[src/rtl/hpt_pkg.sv]
// ----------------------------------------------------------------------------
// hpt_pkg
// shared types, codes and sizes of the histogram with peak tracking
// ----------------------------------------------------------------------------
package hpt_pkg;

    localparam int MAX_BINS    = 1024;
    localparam int BIN_BITS    = $clog2(MAX_BINS);
    localparam int SAMPLE_BITS = 16;
    localparam int COUNT_BITS  = 32;
    localparam int BCNT_BITS   = BIN_BITS + 1;
    localparam int SPAN_BITS   = SAMPLE_BITS;
    localparam int REM_BITS    = SPAN_BITS + BIN_BITS;

    localparam logic [COUNT_BITS-1:0] FULL_COUNT = '1;

    // register reset values
    localparam logic [SAMPLE_BITS-1:0] RANGE_MIN_RST  = SAMPLE_BITS'(16'h8000);
    localparam logic [SAMPLE_BITS-1:0] RANGE_MAX_RST  = SAMPLE_BITS'(16'h7FFF);
    localparam logic [BCNT_BITS-1:0]   BIN_COUNT_RST  = BCNT_BITS'(MAX_BINS);
    localparam logic [SAMPLE_BITS-1:0] HOLE_LEVEL_RST = SAMPLE_BITS'(16'h7FFF);

    typedef enum logic [1:0] {
        REG_RANGE_MIN  = 2'd0,
        REG_RANGE_MAX  = 2'd1,
        REG_BIN_COUNT  = 2'd2,
        REG_HOLE_LEVEL = 2'd3
    } t_reg_idx;

    typedef enum logic [1:0] {
        CMD_ADD      = 2'd0,
        CMD_READ     = 2'd1,
        CMD_CLR_BIN  = 2'd2,
        CMD_CLR_PEAK = 2'd3
    } t_cmd;

    typedef enum logic [2:0] {
        ST_COUNTED   = 3'd0,
        ST_HOLE      = 3'd1,
        ST_BELOW     = 3'd2,
        ST_ABOVE     = 3'd3,
        ST_BAD_RANGE = 3'd4,
        ST_DONE      = 3'd5
    } t_status;

    // what the back end has to do for one request
    typedef enum logic [2:0] {
        OP_ADD      = 3'd0,
        OP_STATUS   = 3'd1,
        OP_READ     = 3'd2,
        OP_CLR_BIN  = 3'd3,
        OP_CLR_PEAK = 3'd4
    } t_op_kind;

    typedef struct packed {
        t_op_kind            kind;
        t_status             status;
        logic [BIN_BITS-1:0] idx;
    } t_op;

endpackage

[src/rtl/hpt_front.sv]
// ----------------------------------------------------------------------------
// hpt_front
// takes requests, checks range and hole, computes the bin by long division
// ----------------------------------------------------------------------------
module hpt_front (
    input  logic                            i_clk,
    input  logic                            i_rst_n,
    input  logic                            i_cfg_we,
    input  logic [1:0]                      i_cfg_index,
    input  logic [hpt_pkg::SAMPLE_BITS-1:0] i_cfg_data,
    input  logic                            i_valid,
    output logic                            o_ready,
    input  logic [1:0]                      i_command,
    input  logic [hpt_pkg::SAMPLE_BITS-1:0] i_sample,
    input  logic [hpt_pkg::BIN_BITS-1:0]    i_bin_select,
    input  logic                            i_back_busy,
    output logic                            o_op_valid,
    input  logic                            i_op_ready,
    output hpt_pkg::t_op                    o_op
);

    typedef enum logic [3:0] {
        F_IDLE = 4'b0001,
        F_MUL  = 4'b0010,
        F_DIV  = 4'b0100,
        F_PUSH = 4'b1000
    } t_fstate;

    localparam int STEP_BITS = $clog2(hpt_pkg::BIN_BITS);

    t_fstate r_state, n_state;

    logic signed [hpt_pkg::SAMPLE_BITS-1:0] r_range_min, r_range_max, r_hole_level;
    logic [hpt_pkg::BCNT_BITS-1:0]          r_bin_count;

    logic [hpt_pkg::SPAN_BITS-1:0] r_diff, n_diff;
    logic [hpt_pkg::SPAN_BITS-1:0] r_span, n_span;
    logic [hpt_pkg::BIN_BITS-1:0]  r_scale, n_scale;
    logic [hpt_pkg::REM_BITS-1:0]  r_rem, n_rem;
    logic [hpt_pkg::BIN_BITS-1:0]  r_quot, n_quot;
    logic [STEP_BITS-1:0]          r_step, n_step;
    hpt_pkg::t_op                  r_op, n_op;

    logic signed [hpt_pkg::SAMPLE_BITS-1:0] sample_s;
    logic signed [hpt_pkg::SAMPLE_BITS:0]   diff_w, span_w;
    logic                                   bad_range;
    logic [hpt_pkg::REM_BITS-1:0]           trial;

    assign sample_s   = i_sample;
    assign diff_w     = {sample_s[hpt_pkg::SAMPLE_BITS-1], sample_s}
                      - {r_range_min[hpt_pkg::SAMPLE_BITS-1], r_range_min};
    assign span_w     = {r_range_max[hpt_pkg::SAMPLE_BITS-1], r_range_max}
                      - {r_range_min[hpt_pkg::SAMPLE_BITS-1], r_range_min};
    assign bad_range  = (r_range_min >= r_range_max)
                      || (r_bin_count < hpt_pkg::BCNT_BITS'(2))
                      || (r_bin_count > hpt_pkg::BCNT_BITS'(hpt_pkg::MAX_BINS));
    assign trial      = hpt_pkg::REM_BITS'(r_span) << r_step;

    assign o_ready    = (r_state == F_IDLE) && !i_back_busy;
    assign o_op_valid = (r_state == F_PUSH);
    assign o_op       = r_op;

    // configuration registers
    always_ff @(posedge i_clk) begin
        if (!i_rst_n) begin
            r_range_min  <= hpt_pkg::RANGE_MIN_RST;
            r_range_max  <= hpt_pkg::RANGE_MAX_RST;
            r_bin_count  <= hpt_pkg::BIN_COUNT_RST;
            r_hole_level <= hpt_pkg::HOLE_LEVEL_RST;
        end else if (i_cfg_we) begin
            unique case (hpt_pkg::t_reg_idx'(i_cfg_index))
                hpt_pkg::REG_RANGE_MIN:  r_range_min  <= i_cfg_data;
                hpt_pkg::REG_RANGE_MAX:  r_range_max  <= i_cfg_data;
                hpt_pkg::REG_BIN_COUNT:  r_bin_count  <= i_cfg_data[hpt_pkg::BCNT_BITS-1:0];
                hpt_pkg::REG_HOLE_LEVEL: r_hole_level <= i_cfg_data;
                default: ;
            endcase
        end
    end

    always_comb begin
        n_state = r_state;
        n_diff  = r_diff;
        n_span  = r_span;
        n_scale = r_scale;
        n_rem   = r_rem;
        n_quot  = r_quot;
        n_step  = r_step;
        n_op    = r_op;
        unique case (r_state)
            F_IDLE: begin
                if (i_valid && o_ready) begin
                    n_state = F_PUSH;
                    n_op.idx    = '0;
                    n_op.status = hpt_pkg::ST_DONE;
                    unique case (hpt_pkg::t_cmd'(i_command))
                        hpt_pkg::CMD_ADD: begin
                            n_op.kind = hpt_pkg::OP_STATUS;
                            // order matters: bad range, hole, below, above
                            if (bad_range) begin
                                n_op.status = hpt_pkg::ST_BAD_RANGE;
                            end else if (sample_s >= r_hole_level) begin
                                n_op.status = hpt_pkg::ST_HOLE;
                            end else if (sample_s < r_range_min) begin
                                n_op.status = hpt_pkg::ST_BELOW;
                            end else if (sample_s > r_range_max) begin
                                n_op.status = hpt_pkg::ST_ABOVE;
                            end else begin
                                n_op.kind   = hpt_pkg::OP_ADD;
                                n_op.status = hpt_pkg::ST_COUNTED;
                                n_diff  = diff_w[hpt_pkg::SPAN_BITS-1:0];
                                n_span  = span_w[hpt_pkg::SPAN_BITS-1:0];
                                n_scale = hpt_pkg::BIN_BITS'(r_bin_count - 1'b1);
                                n_state = F_MUL;
                            end
                        end
                        hpt_pkg::CMD_READ: begin
                            n_op.kind = hpt_pkg::OP_READ;
                            n_op.idx  = i_bin_select;
                        end
                        hpt_pkg::CMD_CLR_BIN: begin
                            n_op.kind = hpt_pkg::OP_CLR_BIN;
                            n_op.idx  = i_bin_select;
                        end
                        hpt_pkg::CMD_CLR_PEAK: begin
                            n_op.kind = hpt_pkg::OP_CLR_PEAK;
                        end
                        default: ;
                    endcase
                end
            end
            F_MUL: begin
                n_rem   = hpt_pkg::REM_BITS'(r_diff) * hpt_pkg::REM_BITS'(r_scale);
                n_quot  = '0;
                n_step  = STEP_BITS'(hpt_pkg::BIN_BITS - 1);
                n_state = F_DIV;
            end
            F_DIV: begin
                // quotient never exceeds bin_count - 1, so BIN_BITS steps suffice
                if (r_rem >= trial) begin
                    n_rem  = r_rem - trial;
                    n_quot = {r_quot[hpt_pkg::BIN_BITS-2:0], 1'b1};
                end else begin
                    n_quot = {r_quot[hpt_pkg::BIN_BITS-2:0], 1'b0};
                end
                if (r_step == '0) begin
                    n_op.idx = n_quot;
                    n_state  = F_PUSH;
                end else begin
                    n_step = r_step - 1'b1;
                end
            end
            F_PUSH: begin
                if (i_op_ready) begin
                    n_state = F_IDLE;
                end
            end
            default: n_state = F_IDLE;
        endcase
    end

    always_ff @(posedge i_clk) begin
        if (!i_rst_n) begin
            r_state <= F_IDLE;
        end else begin
            r_state <= n_state;
        end
    end

    always_ff @(posedge i_clk) begin
        r_diff  <= n_diff;
        r_span  <= n_span;
        r_scale <= n_scale;
        r_rem   <= n_rem;
        r_quot  <= n_quot;
        r_step  <= n_step;
        r_op    <= n_op;
    end

endmodule

[config.mk]
export PLATFORM = sky130hd
export DESIGN_NAME = hpt_front
export DESIGN_NICKNAME = d
export VERILOG_FILES = /design/src/rtl/hpt_pkg.sv /design/src/rtl/hpt_front.sv
export SDC_FILE = /design/constraint.sdc
export NUM_CORES = 1
export LEC_CHECK = 0
export BUFFER_PORTS_ARGS = -buffer_cell sky130_fd_sc_hd__buf_2
export CAP_MARGIN = 15
export CORE_MARGIN = 2
export CORE_UTILIZATION = 66
export DETAILED_ROUTE_END_ITERATION = 10
export PLACE_DENSITY_LB_ADDON = 0.12
export SYNTH_ARGS = -nofsm -noshare
export SYNTH_HDL_FRONTEND = slang
export SYNTH_SLANG_ARGS = --single-unit
[constraint.sdc]
create_clock -name i_clk -period 15.7 [get_ports i_clk]
set_input_delay 3.14 -clock i_clk [delete_from_list [all_inputs] [get_ports i_clk]]
set_output_delay 3.14 -clock i_clk [all_outputs]
set_load 0.005 [all_outputs]
; Word-level counts from Yosys, hierarchy flattened
; Index checks and enable logic that the tools add are counted.
[totals]
ff_bits = 160
wordCells = 101
inputBits = 52
[classes]
n_lt_le_gt_ge = 7
n_shift = 1
n_reduce_logical = 23
n_eq_ne = 15
multipliers = 1
addsub = 5
mux = 28
bitwise_logic = 5
[ops]
columns = op, n
row1 = 26-bit case mux with 2 select lines, 1
row2 = 4-bit two-way mux, 9
row3 = 16-bit greater-or-equal comparator, 2
row4 = 16-bit subtractor, 2
row5 = 10-bit two-way mux, 3
row6 = 26-bit greater-or-equal comparator, 1
row7 = 16-bit by 10-bit multiplier with 26-bit output, 1
row8 = 26-bit two-way mux, 1
row9 = 16-bit by 4-bit left shift with 26-bit output, 1
row10 = 26-bit subtractor, 1
row11 = 10-bit case mux with 2 select lines, 1
row12 = 9-bit case mux with 2 select lines, 1
row13 = 16-bit > comparator, 1
row14 = 16-bit < comparator, 1
row15 = 4-bit case mux with 4 select lines, 1
row16 = 2-bit AND reduction, 7
row17 = 3-bit case mux with 4 select lines, 1
row18 = "11-bit > comparator, second input constant", 1
row19 = "11-bit by 2-bit < comparator with 1-bit output, second input constant", 1
row20 = "10-bit by 1-bit subtractor with 10-bit output, second input constant", 1
row21 = "2-bit equality test, second input constant", 4
row22 = 4-bit case mux with 2 select lines, 1
row23 = 7-bit AND reduction, 1
row24 = 2-bit two-way mux, 3
row25 = other kinds (20), 38

; Depth between registers and ports, before layout
[depth]
word_depth = 8
depth_mapped = 22

; Worst setup path before layout
; Ideal clock, no wire load.
[synth_path]
path_type = input port to flip-flop
startpoint = input i_sample[0] (netlist bit)
endpoint = register r_diff[0] (netlist bit), enable pin
path_buffers = 0
t_required_ns = 15.258
path_stages = 12
slack_ns = 8.476
arrival_ns = 6.783
path_cell_list = inv_1 > ha_1 > fa_1 > nor2b_1 > o21ai_0 > a21boi_0 > o21ai_0 > a21oi_1 > o21ai_0 > a32oi_1 > nand2_1 > nor2_1
[synth_via]
elab_chain_cells = 3
word_cells_on_any_way = 7
cone_classes = order compare: 3 / bitwise: 3 / reduce/logical: 1
[synth_rtl]
columns = element, line
row1 = start: declaration, hpt_front.sv:14  ; input logic [hpt_pkg::SAMPLE_BITS-1:0] i_sample,
row2 = 16-bit > comparator (tied with other cells), hpt_front.sv:106  ; end else if (sample_s > r_range_max) begin
row3 = 1-bit NOT (no source line), -
row4 = 7-bit AND reduction (no source line) (*), -
row5 = end signal: assignment, hpt_front.sv:171  ; r_diff <= n_diff;
row6 = end: declaration, hpt_front.sv:36  ; logic [hpt_pkg::SPAN_BITS-1:0] r_diff, n_diff;
; Every way passes the cells marked *; elsewhere a longest branch is shown, timed or not.
; A chain may end at the register's enable or synchronous reset.

; Worst setup path after layout
[layout_path]
startpoint = input i_back_busy
endpoint = output o_ready
[layout_via]
elab_chain_cells = 2
[layout_rtl]
columns = element, line
row1 = start: declaration, hpt_front.sv:16  ; input logic i_back_busy,
row2 = 1-bit logical NOT, hpt_front.sv:59  ; assign o_ready = (r_state == F_IDLE) && !i_back_busy;
row3 = 1-bit logical AND, hpt_front.sv:59
row4 = end: declaration, hpt_front.sv:12  ; output logic o_ready,
; Every way passes these cells.

==> implementation parameters <==
Parameter                              Value

Outcome
  Outcome    finished, final reports clean

Cells and area
  Area growth from synthesis to layout    7.42%
  Final Core Density    between 70 and 80%
  Area of all placed cells without fillers    approximately 16000 µm²
  ANT cells    0
  Share of layout cells above drive strength 1    9.03%
  Number of nets in the layout    2036

Clock tree
  Num Clock Sinks    160
  Total of hold buffers inserted after clock tree synthesis    0
  CTS H-tree depth    4
  Clock-pin slew on the worst setup and hold paths    ~0.080 ns
  Count of buffers added by post-CTS timing repair for setup    0
  Number of buffers added by the clock tree synthesis step    17
  Total of cells resized after clock tree synthesis    0
  TritonCTS clock tree    built
  Worst-skew pair later-pin latency    0.45 ns
  Clock Tree Root    clkbuf_16
  Max Buffers Root-to-Sink    2

Hold path
  Launch point of the worst hold path    r_range_min[13]
  Hold Crit Class    flop to flop
  Hold path depth    2
  Endpoint, Worst Hold    r_range_min[13]

Place
  Routability cong.    between 0.9 and 1
  DP Area    15800 µm²
  Count of buffers inserted at the top-level ports    69
  Detailed Place HPWL    27900 µm
  Worst slack after detailed placement    8.82 ns

Power and ir drop
  VDD IR-drop max    around 0.000076 V
  Power density relative to cell area    70.0 nW/µm²
  Reported leakage power    between 7 and 8 nW

Drt
  Routed wire length per instance    18.1 µm
  # DRC    0
  Iter 0 DRT Violations    ~1000
  Routed via count    12200
  Detailed Route WL    36400 µm
  TritonRoute pass-1 iters    6
  ANT nets after route    0
  Via-to-Cell Ratio    between 6 and 7

Setup path
  FF-to-FF setup slack    about 9.4 ns
  Crit path from    i_back_busy
  R2R cell count    20
  Crit path required time    around 13 ns
  Maximum fanout along the worst path    2
  WS Path Type    input pin to output port
  Critical R2R Launch    r_scale[3]
  Launching element type of the critical path    input pin
  Worst r2r dst    r_rem[19]
  Worst Path Arrival    3.70 ns
  Kind of capture point of the worst setup path    output port

Global routing
  Residual overflow from global routing    0
  Pin count of the biggest net entering global routing    43
  Wire length of the first global-routing pass    60100 µm
  Number of global-route vias before repair    12200
  GRT Overall Usage    31.5%
  Antenna violations before repair    0

Timing
  Unrepaired setup endpoints after global routing    false
  Final-layout setup total negative slack    0 ns
  Setup violators final    0
  Portion of the clock cycle consumed by the worst path in the final layout    43.6%
  Min Tclk post-route    6.84 ns
  Count of final max-slew check failures    0
  Achievable clock frequency    around 150 MHz
  Hold Vio Cnt, Final    0
  Worst Clk Skew    0.0168 ns
  Worst slew pin tran    1.08 ns
  Smallest setup slack after layout    8.86 ns
  Worst slew margin    27.9%

Floorplanning
  IO Count    70
  Die span in x    156 µm
  Effective utilization at floorplan    about 67%
  Die Area    24400 µm²
  Core area    roughly 23000 µm²
  Die height    156 µm
  FP Rows    55

Synthesis
  Synth cell types    76
  Yosys Warn Count    0
  Cell taking the most area after synthesis    edfxtp_1
  Synthesized area divided by synthesized cell count    9.06 µm²
  Cell count after synthesis    1687
  Portion of synthesized cell area occupied by the leading cell type    19.1%
  Library cell with the highest instance count after synthesis    nand2_1
  Top cells by count, synth    nand2_1, inv_1, ha_1, fa_1, a21oi_1
  Total nets after synthesis    2009
  Biggest area contributors in the synthesized netlist    edfxtp_1, fa_1, ha_1, dfxtp_1, nand2_1
  Count of state elements after synthesis    160
  Post-synth design cell area    around 15000 µm²
  Share of flip-flops with an asynchronous set or reset    0%
  Number of enable flip-flop cells after synthesis    97
  Sequential area share after synthesis    between 20% and 30%
  Flip-flop cell with the highest count after synthesis    edfxtp_1

Run
  Max Cap Viol    0
-- cell families (layout without fill, tap and decap cells) --
family | Yosys count | count (layout) | share of synthesized area (%)
AO/OA/AOI/OAI | 345 | 345 | 14.9
buffers and inverters | 268 | 308 | 6.74
multiplexers | 28 | 28 | 2.15
adder cells (fa/ha/maj) | 270 | 270 | 27.7
AND/OR/NAND/NOR | 541 | 541 | 16.9
flip-flops | 160 | 160 | 27.3
XOR/XNOR | 75 | 75 | 4.30
-- metal layers --
metal | track usage (%) | up-vias | part of all wire, %
met3 | 4.00 | 101 | 5.8
met4 | 14.2 | 0 | 4.2
li1 | - | 5792 | -
met1 | 40.5 | 5868 | 42
met5 | 0 | - | 0
met2 | 53.7 | 403 | 48
-- power by group --
part / internal (W) / leakage [nW] / switching [W]
logic: 0.000101 / 5.88 / 0.000144
clock network: 0.000220 / 0.303 / 0.000215
registers: 0.000463 / 1.37 / 0.00000626
-- critical path, cell delays in order --
cell and delay, ns:
buf_2 0.09, nor4b_1 0.29, buf_2 0.18
-- metrics by stage --
step | power (W) | hold WS (ns) | std cells
after floorplan | 0.000649 | 0.436 | 1687
after global placement | 0.000712 | 0.442 | 1978
after detailed placement | 0.000719 | 0.451 | 1978
after CTS | 0.00115 | 0.462 | 2010
after global routing | 0.00120 | 0.475 | 2012
final | 0.00115 | 0.461 | 2012
-- cell type report --
| class | instances | area [µm²] |
|---|---|---|
| clock buffer | 17 | 425 |
| clock inverter | 15 | 209 |
| fill | 1708 | 6290 |
| inverter | 201 | 754 |
| multi-input combinational | 1259 | 10100 |
| sequential | 160 | 4170 |
| tap | 285 | 357 |
| timing repair buffer | 75 | 398 |
-- worst max path at each step --
stage	to	slack, ns	cells past startpoint
global placement	o_ready	8.85	3
global route	r_scale[8]	8.81	13
detailed placement	r_diff[1]	8.82	13
CTS	o_ready	8.84	3
floorplan	r_diff[0]	8.48	12
finish	o_ready	8.86	3
-- registers in the layout, summed over array words and instances (netlist names) --
name,flops
r_span,16
r_scale,10
r_bin_count,11
r_range_min,16
r_quot,9
r_step,4
r_state,4
o_op,16
r_range_max,16
r_diff,16
r_hole_level,16
r_rem,26
-- layout by cell type, fill, tap and decap left out, types with 28 or more instances in the layout --
master / count
dfxtp_1: 63
buf_2: 69
fa_1: 113
xor2_1: 28
o211ai_1: 36
xnor2_1: 47
inv_1: 199
nor2_1: 57
o21ai_0: 58
and2_1: 89
a21oi_1: 99
a21o_1: 46
ha_1: 157
nand2_1: 251
edfxtp_1: 97
No activity file was read; power rests on OpenSTA's default activity.
