**config.mk**
```make
export PLATFORM = sky130hd
export DESIGN_NAME = hpt_queue
export DESIGN_NICKNAME = d
export VERILOG_FILES = /design/src/rtl/hpt_pkg.sv /design/src/rtl/hpt_queue.sv
export SDC_FILE = /design/constraint.sdc
export NUM_CORES = 1
export LEC_CHECK = 0
export BUFFER_PORTS_ARGS = -buffer_cell sky130_fd_sc_hd__buf_2
export CAP_MARGIN = 10
export CORE_UTILIZATION = 45
export DETAILED_ROUTE_END_ITERATION = 7
export PLACE_DENSITY = 0.73
export SYNTH_ARGS = -nofsm -noshare
export SYNTH_HDL_FRONTEND = slang
export SYNTH_SLANG_ARGS = --single-unit
```
**constraint.sdc**
```tcl
create_clock -name i_clk -period 1.37 [get_ports i_clk]
set_input_delay 0.137 -clock i_clk [delete_from_list [all_inputs] [get_ports i_clk]]
set_output_delay 0.137 -clock i_clk [all_outputs]
set_load 0.05 [all_outputs]
```
**src/rtl/hpt_pkg.sv**
```systemverilog
// ----------------------------------------------------------------------------
// hpt_pkg
// shared types, codes and sizes of the histogram with peak tracking
// ----------------------------------------------------------------------------
package hpt_pkg;

    localparam int MAX_BINS    = 1024;
    localparam int BIN_BITS    = $clog2(MAX_BINS);
    localparam int SAMPLE_BITS = 16;
    localparam int COUNT_BITS  = 32;
    localparam int BCNT_BITS   = BIN_BITS + 1;
    localparam int SPAN_BITS   = SAMPLE_BITS;
    localparam int REM_BITS    = SPAN_BITS + BIN_BITS;

    localparam logic [COUNT_BITS-1:0] FULL_COUNT = '1;

    // register reset values
    localparam logic [SAMPLE_BITS-1:0] RANGE_MIN_RST  = SAMPLE_BITS'(16'h8000);
    localparam logic [SAMPLE_BITS-1:0] RANGE_MAX_RST  = SAMPLE_BITS'(16'h7FFF);
    localparam logic [BCNT_BITS-1:0]   BIN_COUNT_RST  = BCNT_BITS'(MAX_BINS);
    localparam logic [SAMPLE_BITS-1:0] HOLE_LEVEL_RST = SAMPLE_BITS'(16'h7FFF);

    typedef enum logic [1:0] {
        REG_RANGE_MIN  = 2'd0,
        REG_RANGE_MAX  = 2'd1,
        REG_BIN_COUNT  = 2'd2,
        REG_HOLE_LEVEL = 2'd3
    } t_reg_idx;

    typedef enum logic [1:0] {
        CMD_ADD      = 2'd0,
        CMD_READ     = 2'd1,
        CMD_CLR_BIN  = 2'd2,
        CMD_CLR_PEAK = 2'd3
    } t_cmd;

    typedef enum logic [2:0] {
        ST_COUNTED   = 3'd0,
        ST_HOLE      = 3'd1,
        ST_BELOW     = 3'd2,
        ST_ABOVE     = 3'd3,
        ST_BAD_RANGE = 3'd4,
        ST_DONE      = 3'd5
    } t_status;

    // what the back end has to do for one request
    typedef enum logic [2:0] {
        OP_ADD      = 3'd0,
        OP_STATUS   = 3'd1,
        OP_READ     = 3'd2,
        OP_CLR_BIN  = 3'd3,
        OP_CLR_PEAK = 3'd4
    } t_op_kind;

    typedef struct packed {
        t_op_kind            kind;
        t_status             status;
        logic [BIN_BITS-1:0] idx;
    } t_op;

endpackage

```
**src/rtl/hpt_queue.sv**
```systemverilog
// ----------------------------------------------------------------------------
// hpt_queue
// two-entry request queue between front and back end
// ----------------------------------------------------------------------------
module hpt_queue (
    input  logic         i_clk,
    input  logic         i_rst_n,
    input  logic         i_valid,
    output logic         o_ready,
    input  hpt_pkg::t_op i_op,
    output logic         o_valid,
    input  logic         i_ready,
    output hpt_pkg::t_op o_op
);

    hpt_pkg::t_op r_mem [2];
    logic         r_wr_ptr, r_rd_ptr;
    logic [1:0]   r_count;
    logic         push, pop;

    assign o_ready = (r_count != 2'd2);
    assign o_valid = (r_count != 2'd0);
    assign o_op    = r_mem[r_rd_ptr];
    assign push    = i_valid && o_ready;
    assign pop     = o_valid && i_ready;

    always_ff @(posedge i_clk) begin
        if (!i_rst_n) begin
            r_wr_ptr <= 1'b0;
            r_rd_ptr <= 1'b0;
            r_count  <= 2'd0;
        end else begin
            if (push) begin
                r_wr_ptr <= !r_wr_ptr;
            end
            if (pop) begin
                r_rd_ptr <= !r_rd_ptr;
            end
            if (push && !pop) begin
                r_count <= r_count + 2'd1;
            end else if (pop && !push) begin
                r_count <= r_count - 2'd1;
            end
        end
    end

    always_ff @(posedge i_clk) begin
        if (push) begin
            r_mem[r_wr_ptr] <= i_op;
        end
    end

endmodule

```
Word-level counts from Yosys, hierarchy flattened
Memories as Yosys holds them, arrays and structs flattened. A register that Yosys moved wholly into a read port is not among the register bits.
Cells that the tools add are included.

operators by class
  add/subtract/negate cells = 2
  equal/unequal tests = 1
  mux-type cells = 6
  reduce and logical (&&, ||, !) cells = 10

operator list
  kind                 number
  $logic_and 1x1->1    4
  $logic_not 1->1      4
  $mux 1               4
  $mux 2               2
  $reduce_bool 2->1    2
  $add 2x1->2 const B  1
  $ne 2x2->1 const B   1
  $sub 2x1->2 const B  1

word-level totals
  register bits = 4
  memory bits (writable) = 32
  input bits = 20
  output and inout bits = 18
  logic and storage cells = 23
  memories = 1

memory list
  memory  depth  bits a word  rd ports  clocked after memory_dff  wr ports  line             RTL
  r_mem   2      16           1         1                         1         hpt_queue.sv:16  hpt_pkg::t_op r_mem [2];

Logic depth before layout (Yosys ltp)
Gate-level depths: netlist (run 1).

  depth after elaboration = 6
  depth in mapped cells = 6
  mapped depth without buffers = 6

Worst setup path after synthesis (run 1)
OpenSTA, ideal clock, no wires.

  path type = register -> register
  start = register r_count[0]
  end = register r_count[1]
  library setup time = 70 ps
  arrival = 1530 ps
  data required time = 1300 ps
  slack = -230 ps
  stages on the path, launching flop included = 6
  buffers on the path = 0
  clock period less this slack = 1600 ps
  cells stage by stage = dfxtp_1 nand2b_4 and2_1 ha_1 or3_1 a21boi_1

between the ends
  word-level cells in the longest chain between the ends = 5
  elaborated cells between the ends (all ways) = 13
  classes of those cells = 2 x add/sub; 1 x eq/ne; 2 x mux; 8 x reduce/logical

ends and longest elaborated chain
  what                         line             RTL
  from (decl)                  hpt_queue.sv:18  logic [1:0] r_count;
  from (signal assigned)       hpt_queue.sv:40  r_count <= r_count + 2'd1;
  from (signal assigned)       hpt_queue.sv:42  r_count <= r_count - 2'd1;
  $ne 2x2->1 *                 hpt_queue.sv:21  assign o_ready = (r_count != 2'd2);
  via o_ready                  hpt_queue.sv:9   output logic o_ready,
  $logic_and 1x1->1 *          hpt_queue.sv:24  assign push = i_valid && o_ready;
  via push                     hpt_queue.sv:19  logic push, pop;
  $logic_not 1->1              hpt_queue.sv:41  end else if (pop && !push) begin
  $logic_and 1x1->1            hpt_queue.sv:41
  $reduce_bool 2->1 (no line)  n/a

Mark *: on every way through the listed nets, which the timed path passes. The rest lies on a longest branch. The select of a mux whose other input is x is not followed.
A chain may end at the register's enable or synchronous reset.

==> Implementation_results.wiki, run 1 <==
{| class="wikitable"
! Metric !! Value
|-
| Violation count after the first detailed-routing iteration || 19
|-
| Via count of the first global-routing pass || 942
|-
| Vias per cell || 4.96
|-
| Post-synthesis instance total || 74
|-
| Area of the die || 0.00332 mm^2
|-
| Worst min path class || in2reg
|-
| Async set-reset flop share out of synthesis || 0%
|-
| Worst EP required || 1.23 ns
|-
| Number of fillers in the final layout || 152
|-
| Category of the critical setup timing path || reg2out
|-
| Fin worst setup slack || -0.127 ns
|-
| Share of total power in sequential cells || 33.5%
|-
| Total number of placement rows || 19
|-
| Startpoint of the worst hold path || i_rst_n
|-
| Worst hold path depth || 2
|-
| Number of distinct library cell variants in the gate-level netlist after synthesis || 19
|-
| Delay of the slowest critical-path stage || 0.39 ns
|-
| Clock edge transition at the registers on the reported setup and hold paths || 0.11 ns
|-
| Critical Path Start Type || flip-flop
|-
| Internal Dissipation || 2.94 mW
|-
| DRC viols || 3
|-
| Placeable core area || 0.00285 mm^2
|-
| Remaining Overflow, GRT || 0
|-
| TritonCTS Sinks || 37
|-
| Num CTS Buffers || 5
|-
| Peak ir drop on the vdd network || 2010 uV
|-
| Main flop type after synthesis || sky130_fd_sc_hd__edfxtp_1
|-
| Category of the worst setup path capture point || primary output
|-
| Worst slew slack as a fraction of its limit || 82.8%
|-
| Critical Path Fanout Max || 7
|-
| Sequential share of the synthesized area || 76.1%
|-
| Count of buffer and inverter cells on the critical path || 2
|-
| Violations in the final reports || DRC, setup timing
|-
| Effective utilization at floorplan || 48.9%
|-
| Largest net degree at the start of global routing || 17
|-
| Cell family with most CP delay || flip-flops
|-
| Launch instance of the worst register-to-register path || r_count[0]
|-
| Cell area reported after detailed placement || 0.00169 mm^2
|-
| Clock latency on the worst-skew pair || 0.34 ns
|-
| Number of antenna violations at the first check in global routing || 0
|-
| Max-slew violation count || 0
|-
| Clock tree from TritonCTS || yes
|-
| Final total power || 4.56 mW
|-
| Total stage count of the critical path || 3
|-
| Outcome || finished, violations left
|-
| Net Count, Synth || 95
|-
| Final setup violation count || 17
|-
| Comb power frac || 50.3%
|-
| Nets || 164
|-
| Flip-flop and latch count after synthesis || 37
|-
| Max cap viols || 0
|-
| Power Density || 2030 mW/mm^2
|-
| Layout cell share with drive strength beyond 1 || 56.3%
|-
| Overall die width || 57.7 um
|-
| Setup skew after layout || 0.00668 ns
|-
| Wire length of the first global-routing pass || 4190 um
|-
| Number of cell instances on the worst register-to-register path || 6
|-
| Detailed-route via count || 868
|-
| Number of hold violations in the final report || 0
|-
| Count of input and output buffers || 37
|-
| Relative area change from synthesis to final layout || 61.0%
|-
| Max frequency || 0.668 GHz
|-
| Worst Path Arrival || 1.36 ns
|-
| Aggregate routed wire length || 2980 um
|-
| Routability Congestion || 0.589
|-
| Proportion of total power due to net switching || 35.6%
|-
| Avg Inst Size Synth || 18.8 um^2
|-
| Residual antenna-violating net count after detailed routing || 0
|-
| Cell-by-cell trace of the critical path || buf_8, mux2_4, buf_8
|-
| Most used cell, CP || sky130_fd_sc_hd__buf_8
|-
| Antenna Cells || 0
|-
| Routed wirelength normalized by instance count || 17.0 um
|-
| Worst-Margin Slew || 0.256 ns
|-
| Shortest period the worst path allows || 1.50 ns
|-
| Setup repair after global routing missed its margin || true
|-
| Post-DP HPWL || 1540 um
|-
| Reported net switching power || 1.62 mW
|-
| Count of synthesis-stage warnings from yosys || 0
|-
| Pre-antenna DRT Iters || 6
|-
| Clock share of power || 16.2%
|-
| Number of enable-type register cells in the synthesized netlist || 32
|-
| Ports placed on the boundary || 38
|-
| Leakage power || 0.897 nW
|-
| CTS root buffer || sky130_fd_sc_hd__clkbuf_4
|-
| Final cell area excluding filler cells || 0.00224 mm^2
|-
| Critical path's slowest cell || sky130_fd_sc_hd__dfxtp_4
|-
| Period Utilization, post-route || 109%
|-
| H-tree levels || 2
|-
| Combined global-route utilization of all metal layers || 18.5%
|-
| Die span in y || 57.7 um
|-
| Post-synthesis instance area || 0.00139 mm^2
|-
| Clock Tree Buf Depth || 2
|}
==> power by group through the flow <==
stage	logic, mW	registers, mW	clock network (mW)
global placement	1.49	1.50	0
detailed placement	1.51	1.52	0
global route	2.38	1.54	0.794
CTS	2.07	1.51	0.737
finish	2.30	1.53	0.738
floorplan	1.18	1.50	0
==> cell usage in the layout (no fill, tap or decap), types with 2 or more instances in the layout <==
| cell type | count |
|---|---|
| sky130_fd_sc_hd__edfxtp_1 | 32 |
| sky130_fd_sc_hd__buf_2 | 19 |
| sky130_fd_sc_hd__buf_8 | 18 |
| sky130_fd_sc_hd__mux2_4 | 16 |
| sky130_fd_sc_hd__dlygate4sd3_1 | 16 |
| sky130_fd_sc_hd__clkbuf_4 | 5 |
| sky130_fd_sc_hd__buf_4 | 5 |
| sky130_fd_sc_hd__buf_6 | 4 |
| sky130_fd_sc_hd__and2_1 | 3 |
| sky130_fd_sc_hd__xnor2_1 | 2 |
| sky130_fd_sc_hd__dfxtp_4 | 2 |
| sky130_fd_sc_hd__buf_12 | 2 |
| sky130_fd_sc_hd__dfxtp_1 | 2 |
==> area by class of cell <==
cell class | count | area, um^2 | area share (%)
Inverter | 1 | 7.51 | 0.334
Multi-Input combinational cell | 34 | 405 | 18.1
Tap cell | 31 | 38.8 | 1.73
Sequential cell | 37 | 1070 | 47.7
Clock inverter | 2 | 33.8 | 1.51
Clock buffer | 6 | 41.3 | 1.84
Timing Repair Buffer | 64 | 648 | 28.9
==> kinds of logic (layout without fill, tap and decap cells) <==
| kind of cell | count (synthesis) | after routing | synth area share [%] |
|---|---|---|---|
| buffers and inverters | 3 | 73 | 0.987 |
| flip-flops | 37 | 37 | 76.1 |
| multiplexers | 16 | 16 | 12.9 |
| AO/OA/AOI/OAI | 5 | 5 | 2.51 |
| XOR/XNOR | 3 | 3 | 1.89 |
| AND/OR/NAND/NOR | 9 | 9 | 4.67 |
| adder cells (fa/ha/maj) | 1 | 1 | 0.898 |
==> cell usage after synthesis, types with 2 or more instances <==
library cell	n	area share, %
sky130_fd_sc_hd__buf_2	2	0.72
sky130_fd_sc_hd__dfxtp_1	5	7.2
sky130_fd_sc_hd__edfxtp_1	32	69
sky130_fd_sc_hd__xnor2_1	2	1.3
sky130_fd_sc_hd__and2_1	4	1.8
sky130_fd_sc_hd__mux2_2	16	13
==> state kept, by name, summed over array words and instances (netlist names), named ones only <==
register  flops
r_mem        32
r_count       2
r_rd_ptr      1
r_wr_ptr      1
==> stage by stage <==
| step | TNS, ns | hold WS (ns) | std cells | setup WS, ns | utilization [%] |
|---|---|---|---|---|---|
| 2_1_floorplan | -0.105 | 0.236 | 74 | -0.105 | - |
| 4_1_cts | -1.96 | 0.0364 | 174 | -0.126 | 75.5 |
| 3_5_place_dp | -0.266 | 0.331 | 146 | -0.0693 | 59.1 |
| 3_3_place_gp | -0.00547 | 0.326 | 146 | -0.00547 | 59.1 |
| 6_report | -1.84 | 0.0412 | 175 | -0.127 | 78.7 |
| 5_1_grt | -2.58 | 0.0494 | 175 | -0.164 | 78.7 |
==> path summary, 6_finish.rpt <==
kind | slack [ns] | to
worst max-delay path | -0.13 | o_op[11]
worst min register to register | 0.60 | r_wr_ptr
worst min-delay path | 0.04 | r_rd_ptr
worst max register to register | -0.12 | r_count[1]
==> layer usage <==
| metal | vias to the layer above | GRT usage (%) | wire length [um] |
|---|---|---|---|
| met5 | - | 0 | 0 |
| met4 | 0 | 13.9 | 102 |
| met3 | 9 | 4.91 | 136 |
| met2 | 30 | 33.1 | 1640 |
| met1 | 411 | 18.1 | 1090 |
| li1 | 418 | - | - |
==> what timing repair did <==
action                                  4_1_cts  5_1_grt
hold buffers                                 16        0
hold endpoints to repair                     32        0
endpoints found under the setup margin       34       18
pin swaps                                     0        1
resized for setup                            59       23
buffers inserted                              3        1
gates cloned                                  1        0
Note: power is estimated with default switching activity, not from simulation.
==> inputs of run 2 (changes only) <==
ABC_AREA = 1   (was not set)
BUFFER_PORTS_ARGS = not set   (was -buffer_cell sky130_fd_sc_hd__buf_2)
DONT_BUFFER_PORTS = 1   (was not set)
PLACE_DENSITY = not set   (was 0.73)
==> run 2 against run 1 <==
  * Power decreased by 17%
  * Worst setup slack improved by 0.099 ns
  * Largest power group unchanged
  * The flow finishes with violations (setup timing)
  * Sequential power about the same
  * Clock skew increased by 0.0076 ns
  * Wire length decreased by 23%
==> Implementation_results.wiki, run 2 <==
{| class="wikitable"
! Metric !! Value
|-
| Via count of the first global-routing pass || 794 (was 942)
|-
| Leading cell type by number of instances after synthesis || sky130_fd_sc_hd__edfxtp_1 (unchanged)
|-
| Number of cell instances on the worst register-to-register path || 10 (was 6)
|-
| Final setup violation count || 16 (was 17)
|-
| Pre-antenna DRT Iters || 4 (was 6)
|-
| Worst Path Arrival || 1.26 ns (was 1.36 ns)
|-
| Routability Congestion || 0.609 (was 0.589)
|-
| Critical path's slowest cell || sky130_fd_sc_hd__dfxtp_4 (unchanged)
|-
| Max cap viols || 0 (unchanged)
|-
| Setup skew after layout || 0.0143 ns (was 0.00668 ns)
|-
| Final total power || 3.78 mW (was 4.56 mW)
|-
| Vias per cell || 4.85 (was 4.96)
|-
| Area of the die || 0.00345 mm^2 (was 0.00332 mm^2)
|-
| Launch instance of the worst register-to-register path || r_count[0] (unchanged)
|-
| Post-synthesis instance total || 87 (was 74)
|-
| Worst hold path depth || 3 (was 2)
|-
| Number of hold violations in the final report || 0 (unchanged)
|-
| Detailed-route via count || 791 (was 868)
|-
| Clock edge transition at the registers on the reported setup and hold paths || 0.09 ns (was 0.11 ns)
|-
| Outcome || finished, violations left (unchanged)
|-
| Top Registers || r_mem x32, r_count x2 (unchanged)
|-
| Shortest period the worst path allows || 1.40 ns (was 1.50 ns)
|-
| Worst-Margin Slew || 0.459 ns (was 0.256 ns)
|-
| Residual antenna-violating net count after detailed routing || 0 (unchanged)
|-
| Clock tree from TritonCTS || yes (unchanged)
|-
| Most common library cell in the layout ignoring fill and taps || sky130_fd_sc_hd__edfxtp_1 (unchanged)
|-
| Final cell count without fillers || 163 (was 175)
|-
| Biggest register || r_mem (unchanged)
|-
| Max frequency || 0.715 GHz (was 0.668 GHz)
|-
| Violations in the final reports || setup timing (was DRC, setup timing)
|-
| Avg Inst Size Synth || 16.7 um^2 (was 18.8 um^2)
|-
| Period Utilization, post-route || 102% (was 109%)
|-
| Async set-reset flop share out of synthesis || 0% (unchanged)
|-
| TritonCTS Sinks || 37 (unchanged)
|-
| Num CTS Buffers || 5 (unchanged)
|-
| H-tree levels || 2 (unchanged)
|-
| CTS root buffer || sky130_fd_sc_hd__clkbuf_4 (unchanged)
|-
| Critical Path Start Type || flip-flop (unchanged)
|-
| Placeable core area || 0.00305 mm^2 (was 0.00285 mm^2)
|-
| Delay of the slowest critical-path stage || 0.40 ns (was 0.39 ns)
|-
| Flip-flop and latch count after synthesis || 37 (unchanged)
|-
| Wire length of the first global-routing pass || 3700 um (was 4190 um)
|-
| Antenna Cells || 0 (unchanged)
|-
| Highest-count cells in the layout ignoring fill and taps || sky130_fd_sc_hd__edfxtp_1, sky130_fd_sc_hd__dlygate4sd3_1, sky130_fd_sc_hd__mux2_4 (was sky130_fd_sc_hd__edfxtp_1, sky130_fd_sc_hd__buf_2, sky130_fd_sc_hd__buf_8)
|-
| Cell family with most CP delay || flip-flops (unchanged)
|-
| Final standard cell utilization of the core || 63.3% (was 78.7%)
|-
| Worst setup timing slack at the placement stage || -0.0353 ns (was -0.0693 ns)
|-
| Remaining Overflow, GRT || 0 (unchanged)
|-
| Area fraction of the dominant cell type after synthesis || 66.3% (was 68.9%)
|-
| Setup repair after global routing missed its margin || true (unchanged)
|-
| Startpoint of the worst hold path || i_valid (was i_rst_n)
|-
| Aggregate routed wire length || 2290 um (was 2980 um)
|-
| Worst EP required || 1.23 ns (about the same)
|-
| Clock Tree Buf Depth || 2 (unchanged)
|-
| Effective utilization at floorplan || 47.5% (was 48.9%)
|-
| Net Count, Synth || 108 (was 95)
|-
| Main flop type after synthesis || sky130_fd_sc_hd__edfxtp_1 (unchanged)
|-
| Cells after DPL || 134 (was 146)
|-
| Worst slew slack as a fraction of its limit || 69.3% (was 82.8%)
|-
| Routed wirelength normalized by instance count || 14.1 um (was 17.0 um)
|-
| Violation count after the first detailed-routing iteration || 13 (was 19)
|-
| Post-DP HPWL || 1440 um (was 1540 um)
|-
| Endpoint, Worst Hold || r_wr_ptr (was r_rd_ptr)
|-
| Post-synthesis instance area || 0.00145 mm^2 (was 0.00139 mm^2)
|-
| Number of distinct library cell variants in the gate-level netlist after synthesis || 16 (was 19)
|-
| Cell-by-cell trace of the critical path || buf_12, mux2_4 (was buf_8, mux2_4, buf_8)
|-
| Biggest area contributors in the synthesized netlist || sky130_fd_sc_hd__edfxtp_1, sky130_fd_sc_hd__mux2_4, sky130_fd_sc_hd__dfxtp_1 (was sky130_fd_sc_hd__edfxtp_1, sky130_fd_sc_hd__mux2_2, sky130_fd_sc_hd__dfxtp_1)
|-
| Final cell area excluding filler cells || 0.00193 mm^2 (was 0.00224 mm^2)
|-
| Category of the critical setup timing path || reg2out (unchanged)
|-
| Relative area change from synthesis to final layout || 33.3% (was 61.0%)
|-
| Power Density || 1950 mW/mm^2 (was 2030 mW/mm^2)
|-
| DRC viols || 0 (was 3)
|-
| Critical R2R Capture || r_count[1] (unchanged)
|-
| Overall die width || 58.8 um (was 57.7 um)
|-
| Max-slew violation count || 0 (unchanged)
|-
| Cell area reported after detailed placement || 0.00160 mm^2 (was 0.00169 mm^2)
|-
| Die span in y || 58.8 um (was 57.7 um)
|-
| Number of enable-type register cells in the synthesized netlist || 32 (unchanged)
|-
| Cell taking the most area after synthesis || sky130_fd_sc_hd__edfxtp_1 (unchanged)
|-
| Combined global-route utilization of all metal layers || 16.2% (was 18.5%)
|-
| Clock latency on the worst-skew pair || 0.33 ns (was 0.34 ns)
|-
| Number of fillers in the final layout || 253 (was 152)
|-
| Count of synthesis-stage warnings from yosys || 0 (unchanged)
|-
| Count of input and output buffers || 0 (was 37)
|-
| Fin worst setup slack || -0.0283 ns (was -0.127 ns)
|-
| Sequential share of the synthesized area || 73.2% (was 76.1%)
|-
| Number of antenna violations at the first check in global routing || 0 (unchanged)
|-
| Largest net degree at the start of global routing || 17 (unchanged)
|-
| Leakage power || 0.720 nW (was 0.897 nW)
|-
| Critical Path Fanout Max || 8 (was 7)
|-
| Ranking of synthesized cells by instance count || sky130_fd_sc_hd__edfxtp_1, sky130_fd_sc_hd__mux2_4, sky130_fd_sc_hd__nand2_1, sky130_fd_sc_hd__nor2_1, sky130_fd_sc_hd__inv_1 (was sky130_fd_sc_hd__edfxtp_1, sky130_fd_sc_hd__mux2_2, sky130_fd_sc_hd__dfxtp_1, sky130_fd_sc_hd__and2_1)
|-
| Register-to-register setup slack || 0.09 ns (was -0.12 ns)
|-
| Layout cell share with drive strength beyond 1 || 36.1% (was 56.3%)
|-
| Nets || 139 (was 164)
|-
| Count of buffer and inverter cells on the critical path || 1 (was 2)
|-
| Category of the worst setup path capture point || primary output (unchanged)
|-
| Worst min path class || in2reg (unchanged)
|-
| Total number of placement rows || 20 (was 19)
|-
| Peak ir drop on the vdd network || 1400 uV (was 2010 uV)
|-
| Number of flip-flops under the largest register name || 32 (unchanged)
|-
| Ports placed on the boundary || 38 (unchanged)
|}
run 2: changes by cell type in the layout (fill, tap and decap cells not counted), sizes merged, moves of 2 or more:
| cell | change |
|---|---|
| nor2 | +8 |
| xnor2 | -2 |
| nand2 | +9 |
| buf | -39 |
| clkbuf | +2 |
| a21boi | -2 |
| and2 | -4 |
| inv | +8 |
run 2: routing by layer:
layer	global-route usage (%)	part of all wire [%]
met1	16.4	35
met2	27.3	56
met3	7.03	6.6
met4	10.2	2.5
met5	0	0
run 2: power by group:
part | switching (mW) | leakage (nW) | internal [mW]
logic | 1.03 | 0.346 | 0.622
clock network | 0.313 | 0.0326 | 0.253
registers | 0.110 | 0.341 | 1.45
total | 1.46 | 0.720 | 2.32
run 2: cell type report:
cell class              instances  area [um^2]  share of cell area (%)
multi-input cells              40          409                    21.2
repair buffers                 26          308                    15.9
well taps                      44         55.1                    2.85
clock buffers                   8         58.8                    3.04
flip-flops and latches         37         1070                    55.3
inverters                       8         32.5                    1.68
run 2: repair_timing:
item | 4_1_cts | 5_1_grt
gates cloned | 1 | 0
setup buffers | 3 | 0
hold buffers | 17 | 0
setup endpoints to repair | 17 | 17
pin swaps | 0 | 0
gates resized for setup | 10 | 6
endpoints found under the hold margin | 37 | 0
run 2: worst max-delay path by stage:
stage | from | to | slack (ns) | cells after the start
finish | flip-flop | o_op[5] | -0.03 | 2
global placement | r_count[0] | r_count[1] | 0.05 | 10
CTS | flip-flop | o_op[5] | -0.06 | 2
floorplan | r_count[0] | r_count[1] | 0.01 | 10
global route | flip-flop | o_op[13] | -0.08 | 2
detailed placement | r_count[0] | r_count[1] | -0.04 | 10
run 2: metrics by stage:
stage / TNS [ns] / hold slack (ns)
global route: -1.31 / 0.0988
detailed placement: -0.0353 / 0.236
CTS: -0.909 / 0.0581
finish: -0.395 / 0.0806
floorplan: 0 / 0.236
global placement: 0 / 0.236
run 2: cell families after synthesis:
kind of cell	synth area share [%]
buffers and inverters	4.23
muxes	15.0
AOI/OAI and AO/OA	1.55
adders and majority gates	0.863
and+or+nand+nor	5.18
DFF	73.2
run 2: worst min-delay path, delay by kind of cell:
kind | cells | cell delay (ns)
compound gates | 1 | 0.08
simple gates | 2 | 0.16
==> inputs of run 3 (changes only) <==
CORE_UTILIZATION = 30   (was 45)
MAX_ROUTING_LAYER = met4   (was not set)
==> run 3 against run 2 <==
  * The flow now finishes without violations
  * Utilization is 20 points lower
  * Worst setup slack better by 0.044 ns
  * Power up 7.5%
  * Largest cell class unchanged
==> Implementation_results.wiki, run 3 (synthesis results as in run 2) <==
{| class="wikitable"
! Metric !! Value
|-
| Outcome || completed (was finished, violations left)
|-
| Category of the worst setup path capture point || primary output (unchanged)
|-
| Overall die width || 71.5 um (was 58.8 um)
|-
| Delay of the slowest critical-path stage || 0.40 ns (about the same)
|-
| Clock latency on the worst-skew pair || 0.28 ns (was 0.33 ns)
|-
| Power Density || 2060 mW/mm^2 (was 1950 mW/mm^2)
|-
| Routability Congestion || 0.672 (was 0.609)
|-
| Max-slew violation count || 0 (unchanged)
|-
| Count of buffer and inverter cells on the critical path || 1 (unchanged)
|-
| Antenna Cells || 0 (unchanged)
|-
| Max cap viols || 0 (unchanged)
|-
| Clock edge transition at the registers on the reported setup and hold paths || 0.07 ns (was 0.09 ns)
|-
| Period Utilization, post-route || 98.9% (was 102%)
|-
| Cell family with most CP delay || flip-flops (unchanged)
|-
| Total number of placement rows || 24 (was 20)
|-
| Shortest period the worst path allows || 1.35 ns (was 1.40 ns)
|-
| Final total power || 4.06 mW (was 3.78 mW)
|-
| Biggest register || r_mem (unchanged)
|-
| Die span in y || 71.5 um (was 58.8 um)
|-
| Category of the critical setup timing path || reg2out (unchanged)
|-
| Fin worst setup slack || 0.0157 ns (was -0.0283 ns)
|-
| Num CTS Buffers || 5 (unchanged)
|-
| Layout cell share with drive strength beyond 1 || 35.0% (was 36.1%)
|-
| Cell-by-cell trace of the critical path || buf_12, mux2_4 (unchanged)
|-
| Final setup violation count || 0 (was 16)
|-
| Area of the die || 0.00512 mm^2 (was 0.00345 mm^2)
|-
| Critical Path Fanout Max || 8 (unchanged)
|-
| Clock tree from TritonCTS || yes (unchanged)
|-
| Post-DP HPWL || 1640 um (was 1440 um)
|-
| Highest-count cells in the layout ignoring fill and taps || sky130_fd_sc_hd__edfxtp_1, sky130_fd_sc_hd__dlygate4sd3_1, sky130_fd_sc_hd__mux2_4 (unchanged)
|-
| Detailed-route via count || 768 (was 791)
|-
| Critical path's slowest cell || sky130_fd_sc_hd__dfxtp_4 (unchanged)
|-
| Vias per cell || 4.54 (was 4.85)
|-
| Aggregate routed wire length || 2490 um (was 2290 um)
|-
| Most common library cell in the layout ignoring fill and taps || sky130_fd_sc_hd__edfxtp_1 (unchanged)
|-
| Worst EP required || 1.23 ns (about the same)
|-
| Number of antenna violations at the first check in global routing || 0 (unchanged)
|-
| Via count of the first global-routing pass || 852 (was 794)
|-
| H-tree levels || 2 (unchanged)
|-
| Violation count after the first detailed-routing iteration || 25 (was 13)
|-
| Top Registers || r_mem x32, r_count x2 (unchanged)
|-
| DRC viols || 0 (unchanged)
|-
| Largest net degree at the start of global routing || 17 (unchanged)
|-
| Leakage power || 0.726 nW (was 0.720 nW)
|-
| Critical Path Start Type || flip-flop (unchanged)
|-
| Effective utilization at floorplan || 32.2% (was 47.5%)
|-
| Nets || 137 (was 139)
|-
| Remaining Overflow, GRT || 0 (unchanged)
|-
| Placeable core area || 0.00450 mm^2 (was 0.00305 mm^2)
|-
| Relative area change from synthesis to final layout || 35.6% (was 33.3%)
|-
| Count of input and output buffers || 0 (unchanged)
|-
| Pre-antenna DRT Iters || 4 (unchanged)
|-
| Combined global-route utilization of all metal layers || 11.1% (was 16.2%)
|-
| Number of flip-flops under the largest register name || 32 (unchanged)
|-
| CTS root buffer || sky130_fd_sc_hd__clkbuf_8 (was sky130_fd_sc_hd__clkbuf_4)
|-
| Max frequency || 0.738 GHz (was 0.715 GHz)
|-
| Worst slew slack as a fraction of its limit || 81.4% (was 69.3%)
|-
| Ports placed on the boundary || 38 (unchanged)
|-
| Hold slack || 0.136 ns (was 0.0806 ns)
|-
| TritonCTS Sinks || 37 (unchanged)
|-
| Worst Path Arrival || 1.22 ns (was 1.26 ns)
|-
| Setup repair after global routing missed its margin || true (unchanged)
|-
| Number of hold violations in the final report || 0 (unchanged)
|-
| Wire length of the first global-routing pass || 4010 um (was 3700 um)
|-
| Worst setup timing slack at the placement stage || -0.0564 ns (was -0.0353 ns)
|-
| Peak ir drop on the vdd network || 868 uV (was 1400 uV)
|-
| Post-Route Setup TNS || 0 ns (was -0.395 ns)
|-
| Worst-Margin Slew || 0.280 ns (was 0.459 ns)
|-
| Residual antenna-violating net count after detailed routing || 0 (unchanged)
|-
| Worst min path class || in2reg (unchanged)
|-
| Setup skew after layout || 0.00304 ns (was 0.0143 ns)
|-
| Routed wirelength normalized by instance count || 14.7 um (was 14.1 um)
|-
| Clock Tree Buf Depth || 2 (unchanged)
|}
-- run 3: cell count changes in the layout (fill, tap and decap cells not counted), sizes merged --
| cell | change |
|---|---|
| clkinv | +1 |
| buf | -2 |
| clkbuf | -2 |
| bufinv | +1 |
-- run 3: final cells by class --
class	count	area, um^2
clock buffers	6	72.6
repair buffers	24	293
fillers	407	2540
inverters	8	32.5
flip-flops and latches	37	1070
well taps	52	65.1
multi-input cells	40	400
clock inverters	2	33.8
-- run 3: worst register-to-register path, stage by stage, from the launching register on --
cell and delay (ns):
sky130_fd_sc_hd__dfxtp_2 0.34, sky130_fd_sc_hd__inv_4 0.08, sky130_fd_sc_hd__nand2_8 0.05, sky130_fd_sc_hd__nand2_4 0.10
sky130_fd_sc_hd__inv_2 0.06, sky130_fd_sc_hd__ha_4 0.24, sky130_fd_sc_hd__inv_1 0.07, sky130_fd_sc_hd__nand3_1 0.10
sky130_fd_sc_hd__nand2_1 0.07, sky130_fd_sc_hd__inv_1 0.03, sky130_fd_sc_hd__nor2_1 0.09
-- run 3: power by group --
part / switching [mW] / total, mW / internal (mW)
Combinational: 1.03 / 1.61 / 0.582
Sequential: 0.112 / 1.56 / 1.45
Clock: 0.355 / 0.892 / 0.537
Total: 1.49 / 4.06 / 2.57
-- run 3: routing by layer --
metal	share of wire, %	track usage, %
met1	40	10.6
met2	52	19.8
met3	7.6	4.92
met4	1.1	3.92
met5	0	-
-- run 3: through the flow --
| stage | util, % | cells | instance area [um^2] |
|---|---|---|---|
| after floorplan | - | 87 | 1490 |
| after detailed placement | 35.8 | 142 | 1610 |
| final | 43.7 | 169 | 1970 |
| after global placement | 35.8 | 142 | 1610 |
| after global routing | 43.7 | 169 | 1970 |
| after CTS | 43.5 | 169 | 1960 |
-- run 3: worst paths after layout --
kind | startpoint | endpoint | slack (ns) | depth (start not counted)
max reg2reg | r_count[0] | r_count[1] | 0.08 | 10
min | i_valid | r_wr_ptr | 0.14 | 3
min reg2reg | r_rd_ptr | r_rd_ptr | 0.52 | 2
max | flip-flop | o_op[6] | 0.02 | 2
-- run 3: repair_timing --
item | 4_1_cts | 5_1_grt
cloned | 1 | 0
endpoints found under the hold margin | 37 | 0
pin swaps | 0 | 0
buffers inserted | 1 | 0
resized for setup | 10 | 5
hold buffers | 17 | 0
endpoints found under the setup margin | 16 | 17
